==> src/sv/hcva_pkg.sv <==
// Package for the Hough circle vote accumulator: payload types, command
// codes, register indexes and the Q1.14 quarter-wave sine table.
// No dependencies.
package hcva_pkg;

  localparam logic [1:0] CMD_VOTE  = 2'd0;
  localparam logic [1:0] CMD_READ  = 2'd1;
  localparam logic [1:0] CMD_CLEAR = 2'd2;

  localparam logic [2:0] REG_RADIUS_0   = 3'd0;
  localparam logic [2:0] REG_RADIUS_1   = 3'd1;
  localparam logic [2:0] REG_RADIUS_2   = 3'd2;
  localparam logic [2:0] REG_RADIUS_3   = 3'd3;
  localparam logic [2:0] REG_RADIUS_CNT = 3'd4;
  localparam logic [2:0] REG_ANGLE_STEP = 3'd5;
  localparam logic [2:0] REG_CELL_SHIFT = 3'd6;

  localparam int CFG_IDX_W  = 3;
  localparam int CFG_DATA_W = 9;

  // Store address width for the largest grid: 4 levels of 1024 x 1024 cells
  localparam int CLR_ADDR_W = 22;

  typedef struct packed {
    logic [1:0] cmd;
    logic [9:0] pixel_x;
    logic [9:0] pixel_y;
    logic [7:0] edge_value;
    logic [1:0] read_level;
    logic [6:0] read_cell_x;
    logic [6:0] read_cell_y;
  } in_beat_t;

  typedef struct packed {
    logic [10:0] votes_cast;
    logic [15:0] cell_count;
  } out_beat_t;

  // Controller to datapath commands
  typedef struct packed {
    logic       load;      // capture the input beat
    logic       clr_wr;    // write zero at clear address
    logic       vote_go;   // issue one vote probe for (level, angle)
    logic       rd_go;     // issue a cell read
    logic [1:0] level;
    logic [8:0] angle;
    logic [CLR_ADDR_W-1:0] clr_addr;
  } dp_cmd_t;

  // Datapath to controller status
  typedef struct packed {
    logic busy;  // vote pipe or cell read still holds work
  } dp_sts_t;

  // Q1.14 sine, whole degrees 0..90
  function automatic logic [14:0] sine_q14(input logic [6:0] d);
    logic [14:0] v;
    case (d)
      7'd0: v=0; 7'd1: v=286; 7'd2: v=572; 7'd3: v=857; 7'd4: v=1143;
      7'd5: v=1428; 7'd6: v=1713; 7'd7: v=1997; 7'd8: v=2280; 7'd9: v=2563;
      7'd10: v=2845; 7'd11: v=3126; 7'd12: v=3406; 7'd13: v=3686; 7'd14: v=3964;
      7'd15: v=4240; 7'd16: v=4516; 7'd17: v=4790; 7'd18: v=5063; 7'd19: v=5334;
      7'd20: v=5604; 7'd21: v=5872; 7'd22: v=6138; 7'd23: v=6402; 7'd24: v=6664;
      7'd25: v=6924; 7'd26: v=7182; 7'd27: v=7438; 7'd28: v=7692; 7'd29: v=7943;
      7'd30: v=8192; 7'd31: v=8438; 7'd32: v=8682; 7'd33: v=8923; 7'd34: v=9162;
      7'd35: v=9397; 7'd36: v=9630; 7'd37: v=9860; 7'd38: v=10087; 7'd39: v=10311;
      7'd40: v=10531; 7'd41: v=10749; 7'd42: v=10963; 7'd43: v=11174;
      7'd44: v=11381; 7'd45: v=11585; 7'd46: v=11786; 7'd47: v=11982;
      7'd48: v=12176; 7'd49: v=12365; 7'd50: v=12551; 7'd51: v=12733;
      7'd52: v=12911; 7'd53: v=13085; 7'd54: v=13255; 7'd55: v=13421;
      7'd56: v=13583; 7'd57: v=13741; 7'd58: v=13894; 7'd59: v=14044;
      7'd60: v=14189; 7'd61: v=14330; 7'd62: v=14466; 7'd63: v=14598;
      7'd64: v=14726; 7'd65: v=14849; 7'd66: v=14968; 7'd67: v=15082;
      7'd68: v=15191; 7'd69: v=15296; 7'd70: v=15396; 7'd71: v=15491;
      7'd72: v=15582; 7'd73: v=15668; 7'd74: v=15749; 7'd75: v=15826;
      7'd76: v=15897; 7'd77: v=15964; 7'd78: v=16026; 7'd79: v=16083;
      7'd80: v=16135; 7'd81: v=16182; 7'd82: v=16225; 7'd83: v=16262;
      7'd84: v=16294; 7'd85: v=16322; 7'd86: v=16344; 7'd87: v=16362;
      7'd88: v=16374; 7'd89: v=16382; 7'd90: v=16384;
      default: v=0;
    endcase
    return v;
  endfunction

  // Signed Q1.14 sine of an angle in 0..449 degrees (wraps once)
  function automatic logic signed [15:0] sin_deg(input logic [8:0] d_in);
    logic [8:0] d;
    logic [14:0] m;
    logic neg;
    d = (d_in >= 9'd360) ? d_in - 9'd360 : d_in;
    neg = 1'b0;
    if (d <= 9'd90) m = sine_q14(d[6:0]);
    else if (d <= 9'd180) m = sine_q14(7'(9'd180 - d));
    else if (d <= 9'd270) begin
      m = sine_q14(7'(d - 9'd180)); neg = 1'b1;
    end else begin
      m = sine_q14(7'(9'd360 - d)); neg = 1'b1;
    end
    return neg ? -$signed({1'b0, m}) : $signed({1'b0, m});
  endfunction

endpackage

==> src/sv/hcva_ctrl.sv <==
// Controller: sequences vote sweeps over levels and angles, cell reads
// and store clearing. Uses hcva_pkg.
module hcva_ctrl #(
  parameter int DEPTH = 65536,
  parameter int RADIUS_LEVELS = 4
) (
  input  logic               clk,
  input  logic               rst,
  input  logic               in_valid,
  output logic               in_ready,
  input  hcva_pkg::in_beat_t in_beat,
  input  logic [2:0]         radius_count,
  input  logic [8:0]         angle_step,
  input  hcva_pkg::dp_sts_t  sts,
  output hcva_pkg::dp_cmd_t  cmd,
  output logic               done,
  input  logic               out_free
);
  localparam int CW = hcva_pkg::CLR_ADDR_W + 1;

  typedef enum logic [2:0] {S_INIT, S_IDLE, S_VOTE, S_CLEAR, S_READ, S_DRAIN, S_DONE}
    state_t;
  state_t state;
  logic [8:0]  angle;
  logic [1:0]  level;
  logic [2:0]  levels;
  logic [8:0]  step;
  logic [CW-1:0] caddr;
  logic        acc;

  assign in_ready = (state == S_IDLE);
  assign acc = in_valid && in_ready;
  assign levels = (32'(radius_count) > RADIUS_LEVELS) ? 3'(RADIUS_LEVELS) : radius_count;
  assign step = (angle_step == 9'd0) ? 9'd1 : angle_step;

  always_comb begin
    cmd = '0;
    cmd.load = acc;
    cmd.level = level;
    cmd.angle = angle;
    cmd.clr_addr = caddr[CW-2:0];
    cmd.clr_wr = (state == S_INIT || state == S_CLEAR);
    cmd.vote_go = (state == S_VOTE);
    cmd.rd_go = (state == S_READ);
  end

  // Hold state; advance angle then level
  always_ff @(posedge clk) begin
    if (rst) begin
      state <= S_INIT; caddr <= '0; angle <= '0; level <= '0; done <= 1'b0;
    end else begin
      done <= 1'b0;
      case (state)
        S_INIT, S_CLEAR: begin
          caddr <= caddr + CW'(1);
          if (caddr == CW'(DEPTH - 1)) state <= (state == S_INIT) ? S_IDLE : S_DRAIN;
        end
        S_IDLE: if (acc) begin
          angle <= '0; level <= '0; caddr <= '0;
          case (in_beat.cmd)
            hcva_pkg::CMD_VOTE:
              state <= (in_beat.edge_value != 8'd0 && levels != 3'd0) ? S_VOTE : S_DRAIN;
            hcva_pkg::CMD_READ:  state <= S_READ;
            hcva_pkg::CMD_CLEAR: state <= S_CLEAR;
            default: state <= S_DRAIN;
          endcase
        end
        S_VOTE: begin
          if (10'(angle) + 10'(step) >= 10'd360) begin
            angle <= '0;
            level <= level + 2'd1;
            if (3'(level) + 3'd1 >= levels) state <= S_DRAIN;
          end else angle <= angle + step;
        end
        S_READ: state <= S_DRAIN;
        S_DRAIN: if (!sts.busy && out_free) begin
          done <= 1'b1; state <= S_DONE;
        end
        S_DONE: state <= S_IDLE;
        default: state <= S_IDLE;
      endcase
    end
  end
endmodule

==> config.mk <==
export PLATFORM = sky130hd
export DESIGN_NAME = hcva_ctrl
export DESIGN_NICKNAME = d
export VERILOG_FILES = /design/src/sv/hcva_pkg.sv /design/src/sv/hcva_ctrl.sv
export SDC_FILE = /design/constraint.sdc
export NUM_CORES = 1
export LEC_CHECK = 0
export ABC_AREA = 1
export BUFFER_PORTS_ARGS = -buffer_cell sky130_fd_sc_hd__buf_2
export CAP_MARGIN = 20
export CORE_MARGIN = 2
export CORE_UTILIZATION = 40
export DETAILED_ROUTE_END_ITERATION = 7
export PLACE_DENSITY = 0.75
export SLEW_MARGIN = 40
export SYNTH_ARGS = -nofsm -noshare
export SYNTH_HDL_FRONTEND = slang
export SYNTH_SLANG_ARGS = --single-unit
==> constraint.sdc <==
create_clock -name clk -period 4.33 [get_ports clk]
set_clock_uncertainty 0.2 [all_clocks]
set_input_delay 0.433 -clock clk [delete_from_list [all_inputs] [get_ports clk]]
set_output_delay 0.433 -clock clk [all_outputs]
set_load 0.02 [all_outputs]
== After elaboration in Yosys (flattened, before gate mapping) ==
Cells that the tools add are included.

* Flip-flop bits (word level): 38
* Bits of input ports: 63
* Output and inout port bits: 39

* Add/sub/neg operators: 5
* Magnitude comparators: 3
* Equal/unequal tests: 13
* Multiplexer cells: 20
* Bitwise operators: 1
* Reduce and logical (&&, ||, !) cells: 18

{| class="wikitable"
|+ Operators with widths
! operator !! number
|-
| 23-bit one-hot mux with 2 select lines || 1
|-
| 9-bit two-way mux || 3
|-
| 3-bit two-way mux || 8
|-
| 23-bit by 1-bit adder with 23-bit output (second input constant) || 1
|-
| 23-bit by 16-bit equality test with 1-bit output (second input constant) || 1
|-
| 23-bit two-way mux || 1
|-
| 9-bit one-hot mux with 2 select lines || 1
|-
| 3-bit one-hot mux with 5 select lines || 1
|-
| 9-bit by 9-bit adder with 10-bit output || 1
|-
| 10-bit by 9-bit greater-or-equal comparator with 1-bit output (second input constant) || 1
|-
| 9-bit adder || 1
|-
| 9-bit logical NOT || 1
|-
| 3-bit one-hot mux with 3 select lines || 1
|-
| 8-bit nonzero test || 1
|-
| 3-bit by 2-bit equality test with 1-bit output (second input constant) || 2
|-
| 3-bit equality test (second input constant) || 2
|-
| 2-bit by 1-bit != test with 1-bit output (second input constant) || 3
|-
| 5-bit AND reduction || 1
|-
| 2-bit two-way mux || 2
|-
| 2-bit != test (second input constant) || 2
|-
| 2-bit one-hot mux with 2 select lines || 1
|-
| 2-bit AND reduction || 2
|-
| 2-bit nonzero test || 2
|-
| 2-bit OR reduction || 2
|-
| other kinds (16) || 18
|}

== Depth between registers and ports, before layout ==
Gate-level depths: netlist of run 1.

* Depth in word-level cells: 8
* Mapped depth: 17

== Least setup slack after synthesis of run 1 ==
OpenSTA, ideal clock, no wires.

* Path kind: input to register
* Start point: in angle_step[6]
* End point: reg level[0]
* Arrival: 2.275 ns
* Required time: 4.015 ns
* Path slack: 1.740 ns
* Cell stages on the path: 16
* Buffers on the path: 0
* Cells stage by stage: nor3_1 -> a31o_2 -> ha_1 -> fa_1 -> nand3_1 -> nand3_1 -> nand2_1 -> nand2_1 -> nand2_1 -> nand2_2 -> nor2_1 -> nand3_2 -> nand2_2 -> nand2_2 -> a21oi_1 -> nor2_1

* Longest elaborated chain between the ends: 6

{| class="wikitable"
|+ RTL lines
! item !! RTL line !! source
|-
| start, declared || hcva_ctrl.sv:13 || <nowiki>input logic [8:0] angle_step,</nowiki>
|-
| 9-bit logical NOT || hcva_ctrl.sv:34 || <nowiki>assign step = (angle_step == 9'd0) ? 9'd1 : angle_step;</nowiki>
|-
| 9-bit two-way mux (*) || hcva_ctrl.sv:34 ||
|-
| 9-bit by 9-bit adder with 10-bit output (*) || hcva_ctrl.sv:69 || <nowiki>if (10'(angle) + 10'(step) >= 10'd360) begin</nowiki>
|-
| 10-bit by 9-bit greater-or-equal comparator with 1-bit output (*) || hcva_ctrl.sv:69 ||
|-
| 2-bit by 1-bit != test with 1-bit output (no line) (*) || n/a ||
|-
| 3-bit AND reduction (no line) (*) || n/a ||
|-
| end signal, assigned || hcva_ctrl.sv:71 || <nowiki>level <= level + 2'd1;</nowiki>
|-
| end, declared || hcva_ctrl.sv:25 || <nowiki>logic [1:0] level;</nowiki>
|}

Mark *: on every way between the ends. The rest lies on a longest branch, timed or not.
A chain may end at the register's enable or synchronous reset.

== Worst setup path after layout of run 1 ==
* Start point: in angle_step[6]
* End point: reg angle[3]

* Longest elaborated chain between the ends: 6

{| class="wikitable"
|+ RTL lines
! item !! RTL line !! source
|-
| 9-bit logical NOT || hcva_ctrl.sv:34 ||
|-
| 9-bit two-way mux (*) || hcva_ctrl.sv:34 ||
|-
| 9-bit by 9-bit adder with 10-bit output || hcva_ctrl.sv:69 ||
|-
| 10-bit by 9-bit greater-or-equal comparator with 1-bit output || hcva_ctrl.sv:69 ||
|-
| 9-bit two-way mux (*) || hcva_ctrl.sv:69 ||
|-
| 9-bit one-hot mux with 2 select lines (*) || hcva_ctrl.sv:53 || <nowiki>case (state)</nowiki>
|-
| end signal, assigned || hcva_ctrl.sv:73 || <nowiki>end else angle <= angle + step;</nowiki>
|-
| end, declared || hcva_ctrl.sv:24 || <nowiki>logic [8:0] angle;</nowiki>
|}

Marks and branches as above.

==> impl_metrics.py, run 1 <==
metrics = {
    "floorplanning": {
        "rows": 30,
        "die_h_um": 86.9,
        "initial_core_util": 0.409,
        "dieWidth_um": 86.9,
        "ios": 102,
        "die-area_mm2": 0.00756,
        "coreArea_mm2": 0.00672,
    },
    "worst_hold_path": {
        "hold_path_class": "in2reg",
    },
    "timing": {
        "worstMarginPinSlew_ns": 0.559,
        "final-max-slew-violation-count": 0,
        "period_share": 0.611,
        "setup_viol": 0,
        "relSlewSlack": 0.626,
        "period_minus_slack_ns": 2.64,
        "setup_tns_ns": 0,
        "hold_viol_final": 0,
        "rsz0062_at_grt": "false",
        "fmax_ghz": 0.378,
    },
    "layout": {
        "layout-drive-gt1-share": 0.219,
        "layout_common_cells": "99 x nand2_1, 65 x buf_2, 49 x inv_1",
        "fin_util": 0.456,
        "num_antenna_cells": 0,
        "nets": 530,
        "final_common_cell": "nand2_1",
        "syn2layout_area_growth_pct": 11.5,
    },
    "worst_setup_path": {
        "worstPathRequired_ns": 4.35,
        "startpoint": "angle_step[6]",
        "critical_path_class": "in2reg",
        "path_buf_inv": 3,
        "crit_cells": 16,
        "slowest_delay_ns": 0.44,
        "worstReg2RegEnd": "angle[3]",
        "rr_startpoint": "angle[0]",
        "crit_top_cell": "nand3_1",
        "reg2reg_slack_ns": 1.88,
        "cp_top_family": "simple AND/OR/NAND/NOR gates",
        "start_kind": "primary input",
        "crit_path_top_delay_cell": "fa_1",
        "critPathArrivalTime_ns": 2.66,
        "ff2ff_path_depth": 13,
        "worstPathMaxFanout": 7,
        "crit_path_end_kind": "flip-flop",
        "path_cells": "buf_2 > nor3_1 > a31o_2 > ha_1 > fa_1 > nand3_1 > nand3_1 > nand2_1 > nand3_1 > nand2_2 > inv_2 > a21oi_2 > nand3_4 > clkinv_2 > nand2_1 > a21oi_1",
        "crit_path_end": "angle[3]",
    },
    "synth": {
        "seq_area_frac_synth": 0.276,
        "synth_edf_count": 0,
        "yosysWarnings": 0,
        "yosysUniqueCellTypes": 43,
        "async_flop_share": 0,
        "synthFlopType": "dfxtp_1",
        "syn_inst": 413,
        "syn_nets": 491,
        "ys_seq_elements": 38,
        "syn_area_mm2": 0.00275,
        "avgSynthCellArea_um2": 6.66,
    },
    "routing": {
        "vias": 2607,
        "routed_via_density": 4.89,
        "drc": 0,
        "dr.pass1.iters": 4,
        "drt_iter0_markers": 106,
        "routed_wl_mm": 5.89,
        "post_drt_wl_per_cell_um": 11.0,
        "antenna_left": 0,
    },
    "clock_network": {
        "htree_levels": 2,
        "cts_resized": 0,
        "root_buffer": "clkbuf_8",
        "cts_setup_buffers": 0,
        "clkTransAtPathRegs_ns": 0.07,
        "clk_latency_ns": 0.29,
        "clock-sinks": 38,
        "cts_made_buffers": 5,
        "max-clock-path-buffers": 2,
        "ctsHoldBuffers": 0,
        "cts_tree": "yes",
    },
    "grt": {
        "grtUsageTotal": 0.166,
        "grt_overflow": 0,
        "grt_max_degree": 18,
        "antenna_found_initial": 0,
        "grt_pass1_vias": 2401,
        "grt_pass1_wl_mm": 10.3,
    },
    "power": {
        "ir_drop_mv": 0.271,
        "total_power_uw": 1310,
        "leakage_uw": 0.00154,
        "p_per_area_mw_per_mm2": 426,
    },
    "run_status": {
        "outcome": "complete, no violations",
    },
    "flow_run": {
        "cap_violations": 0,
    },
    "placed_design": {
        "io_buffers": 65,
        "place_congestion": 0.925,
        "hpwl_mm": 4.80,
    },
}
-- cells by family (layout without fill, tap and decap cells) --
logic type	after synthesis	count (layout)	synth area share
AND/OR/NAND/NOR	209	209	0.370
adder cells (fa/ha/maj)	15	15	0.0709
AO/OA/AOI/OAI	62	62	0.124
XOR/XNOR	1	1	0.00318
flip-flops	38	38	0.276
buffers and inverters	88	128	0.156
-- sequential cells by signal, indices dropped and copies added (netlist names) --
register	flops
state	3
done	1
angle	9
level	2
caddr	23
-- report_power, final --
group | switching (uW) | internal [uW]
Clock | 120 | 172
Combinational | 378 | 199
Sequential | 48.6 | 387
-- stage by stage --
stage          cell area [um^2]  setup slack, ns  cells  hold WS, ns
2_1_floorplan              2750             1.74    413        0.249
3_3_place_gp               2960             1.41    525        0.265
3_5_place_dp               2960             1.34    525        0.277
4_1_cts                    3070             1.65    533        0.120
5_1_grt                    3070             1.45    533        0.128
6_report                   3070             1.69    533        0.125
-- metal layers --
| metal | track usage | share of wire | up-vias |
|---|---|---|---|
| met5 | 0 | 0 | - |
| met4 | 0.0426 | 0.0083 | 0 |
| met3 | 0.0303 | 0.048 | 4 |
| met2 | 0.269 | 0.46 | 57 |
| met1 | 0.227 | 0.48 | 1154 |
| li1 | - | - | 1392 |
-- worst min-delay path by stage --
stage / start / to / slack [ns] / cells after the start
detailed placement: caddr[4] / caddr[4] / 0.28 / 1
CTS: sts / done / 0.12 / 2
global route: sts / done / 0.13 / 2
global placement: caddr[22] / caddr[22] / 0.27 / 2
floorplan: caddr[22] / caddr[22] / 0.25 / 2
finish: sts / done / 0.12 / 2
-- synth_stat cells (2+ instances only) --
| cell type | number | area share |
|---|---|---|
| nand2_1 | 99 | 0.14 |
| inv_1 | 49 | 0.067 |
| nor2_1 | 44 | 0.060 |
| a21oi_1 | 38 | 0.069 |
| dfxtp_1 | 38 | 0.28 |
| nand3_1 | 24 | 0.044 |
| buf_4 | 23 | 0.063 |
| ha_1 | 14 | 0.064 |
| o21ai_0 | 12 | 0.022 |
| clkbuf_1 | 8 | 0.011 |
| nand4_1 | 8 | 0.018 |
| nor3_1 | 7 | 0.013 |
| nand2_2 | 6 | 0.014 |
| nor4_1 | 3 | 0.0068 |
| a211oi_1 | 2 | 0.0055 |
| buf_2 | 2 | 0.0036 |
| clkinv_1 | 2 | 0.0027 |
| inv_2 | 2 | 0.0027 |
| nand2_4 | 2 | 0.0082 |
| nand3_2 | 2 | 0.0073 |
| nand3_4 | 2 | 0.013 |
| nand3b_1 | 2 | 0.0055 |
| nor2_4 | 2 | 0.0082 |
| nor3_4 | 2 | 0.012 |
| o21a_1 | 2 | 0.0055 |
-- layout make-up --
cell class              instances  area (um^2)
clock inverters                 1         30.0
clock buffers                   7         76.3
flip-flops and latches         38          761
fillers                       674         3650
multi-input cells             287         1560
well taps                      80          100
inverters                      54          204
repair buffers                 66          333
No activity file was read; power rests on OpenSTA's default activity.
==> run 2, diff against run 1 <==
Settings changed: ABC_AREA 1 to 0, PLACE_DENSITY 0.75 to 0.76.
Clock period 4.33 ns to 2.6 ns, I/O delays scaled along.
==> run 2 against run 1 <==
  * The run now ends with setup timing left
  * Utilization rose by 7.5 points
  * Sequential share of layout area is 0.96 points lower
  * Critical endpoint is now level[0]
  * Via count shrank 6.3%
  * Largest cell class unchanged
  * Worst hold slack got worse by 0.085 ns
  * Flip-flop and latch count is the same
  * Highest routed layer unchanged
  * Synthesized cell count is 24% lower
  * Die area decreased by 7.6%
==> impl_metrics.py, run 2 <==
metrics = {
    "layout": {
        "nets": 452,
        "reg_top3": "caddr (23), angle (9), state (3)",
        "largest-register": "caddr",
        "layout_common_cells": "61 x buf_2, 36 x dfxtp_1, 30 x nor2_1, 30 x buf_4, 20 x nand3_1",
        "layout-drive-gt1-share": 0.355,
        "num_antenna_cells": 0,
        "fillers": 574,
        "fin_util": 0.531,
        "largest_reg_flops": 23,
        "final_common_cell": "buf_2",
        "syn2layout_area_growth_pct": 26.4,
    },
    "worst_setup_path": {
        "critPathArrivalTime_ns": 2.82,
        "crit_path_end_kind": "flip-flop",
        "worstPathRequired_ns": 2.62,
        "rr_startpoint": "angle[1]",
        "start_kind": "flip-flop",
        "reg2reg_slack_ns": -0.20,
        "worstReg2RegEnd": "level[0]",
        "critical_path_class": "reg2reg",
        "worstPathMaxFanout": 4,
        "startpoint": "angle[1]",
        "ff2ff_path_depth": 8,
    },
    "run_status": {
        "outcome": "finished, violations left",
        "violations": "setup timing",
    },
    "timing": {
        "finalWorstSetupSlack_ns": -0.199,
        "final-max-slew-violation-count": 0,
        "period_share": 1.08,
        "period_minus_slack_ns": 2.80,
        "relSlewSlack": 0.611,
        "setup_viol": 13,
        "rsz0062_at_grt": "true",
        "hold_viol_final": 0,
        "fmax_ghz": 0.357,
        "worstMarginPinSlew_ns": 0.579,
        "setup_tns_ns": -1.36,
    },
    "synth": {
        "avgSynthCellArea_um2": 8.12,
        "ys_seq_elements": 38,
        "syn_inst": 312,
        "synthTopCellsByArea": "dfxtp_1 30%, ha_1 6.9%, buf_4 6.8%",
        "seq_area_frac_synth": 0.300,
        "synthFlopType": "dfxtp_1",
        "yosysTopAreaCell": "dfxtp_1",
        "synthTopCellsByCount": "38 x dfxtp_1, 31 x nor2_1, 23 x buf_4",
        "netlist.area_leader.share": 0.300,
        "yosysWarnings": 0,
        "syn_nets": 390,
        "yosysUniqueCellTypes": 56,
        "async_flop_share": 0,
        "synth.most_common_cell": "dfxtp_1",
        "syn_area_mm2": 0.00253,
        "synth_edf_count": 0,
    },
    "clock_network": {
        "clock-sinks": 38,
        "clk_latency_ns": 0.29,
        "htree_levels": 2,
        "cts_made_buffers": 5,
        "clkTransAtPathRegs_ns": 0.08,
        "cts_tree": "yes",
        "root_buffer": "clkbuf_8",
        "max-clock-path-buffers": 2,
    },
    "floorplanning": {
        "initial_core_util": 0.420,
        "coreArea_mm2": 0.00603,
        "dieWidth_um": 83.6,
        "die-area_mm2": 0.00698,
        "ios": 102,
        "die_h_um": 83.6,
        "rows": 28,
    },
    "routing": {
        "routed_via_density": 5.43,
        "drc": 0,
        "post_drt_wl_per_cell_um": 13.9,
        "vias": 2444,
        "routed_wl_mm": 6.25,
        "drt_iter0_markers": 75,
        "antenna_left": 0,
        "dr.pass1.iters": 4,
    },
    "power": {
        "p_per_area_mw_per_mm2": 545,
        "power_frac_seq": 0.386,
        "power.net_switching_uw": 603,
        "switching_share": 0.345,
        "leakage_uw": 0.00150,
        "total_power_uw": 1740,
        "p_int_uw": 1140,
        "ir_drop_mv": 0.321,
        "power.share.clock": 0.287,
        "comb_power_share": 0.326,
    },
    "flow_run": {
        "cap_violations": 0,
    },
    "worst_hold_path": {
        "min_path_cells": 3,
        "hold_path_class": "in2reg",
        "min_to": "done",
        "hp-start": "sts",
    },
    "grt": {
        "grt_max_degree": 22,
        "grt_pass1_vias": 2295,
        "grt_overflow": 0,
        "grtUsageTotal": 0.176,
        "grt_pass1_wl_mm": 10.3,
        "antenna_found_initial": 0,
    },
    "placed_design": {
        "hpwl_mm": 4.65,
        "io_buffers": 65,
        "place_congestion": 0.826,
    },
}
-- run 2: cell types whose count changed in the layout (fill, tap and decap cells not counted), sizes merged, moves of 5 or more --
cell / delta
a21oi: -26
and3: +5
buf: +29
inv: -41
nand2: -89
nand3: -8
nor2: -17
nor2b: +5
o31ai: +6
xnor2: +5
xor2: +14
-- run 2: logic make-up (layout without fill, tap and decap cells) --
| logic type | Yosys count | count (layout) | synth area share |
|---|---|---|---|
| AO/OA/AOI/OAI | 61 | 61 | 0.173 |
| flip-flops | 38 | 38 | 0.300 |
| AND/OR/NAND/NOR | 125 | 125 | 0.259 |
| multiplexers | 3 | 3 | 0.0119 |
| XOR/XNOR | 20 | 20 | 0.0692 |
| adder cells (fa/ha/maj) | 15 | 15 | 0.0771 |
| buffers and inverters | 50 | 113 | 0.109 |
-- run 2: how the worst max path moves through the flow --
stage / endpoint / cells past startpoint
finish: level[0] / 8
CTS: level[0] / 8
global placement: level[0] / 12
global route: angle[8] / 9
detailed placement: level[0] / 12
floorplan: level[0] / 10
-- run 2: stage by stage --
stage	worst slack, ns	cell area (um^2)	hold slack [ns]	instances
after floorplan	-0.226	2570	0.228	312
after global placement	-0.492	2950	0.270	439
after detailed placement	-0.584	2950	0.275	439
after CTS	-0.208	3160	0.0359	450
after global routing	-0.300	3200	0.0448	450
final	-0.199	3200	0.0396	450
-- run 2: layer usage --
metal	global-route usage	part of all wire	vias up
li1	-	-	1218
met1	0.216	0.42	1134
met2	0.312	0.52	81
met3	0.0326	0.056	11
met4	0.0513	0.011	0
met5	0	0	-
-- run 2: area by class of cell --
cell class,instances,area (um^2),share of cell area
flip-flops and latches,38,763,0.238
clock inverters,3,40.0,0.0125
well taps,75,93.8,0.0293
inverters,10,37.5,0.0117
repair buffers,95,576,0.180
multi-input cells,224,1620,0.507
clock buffers,5,68.8,0.0215
-- run 2: repair_timing --
action | in CTS | in global routing
endpoints found under the setup margin | 14 | 14
setup buffers | 4 | 0
hold buffers | 0 | 0
resized for setup | 15 | 8
pin swaps | 12 | 2
-- run 2: power by group through the flow --
stage / registers, uW / logic, uW / clock network (uW)
floorplan: 672 / 402 / 0
global placement: 684 / 525 / 0
detailed placement: 685 / 532 / 0
CTS: 672 / 558 / 508
global route: 683 / 624 / 532
finish: 674 / 569 / 501
-- run 2: critical path, stage by stage (launching register included) --
cell and delay, ns:
dfxtp_2 0.35, ha_1 0.32, a211oi_4 0.29, o21ai_0 0.18, and3_2 0.24, buf_4 0.13
or4_4 0.54, a211o_1 0.30, o22ai_1 0.16
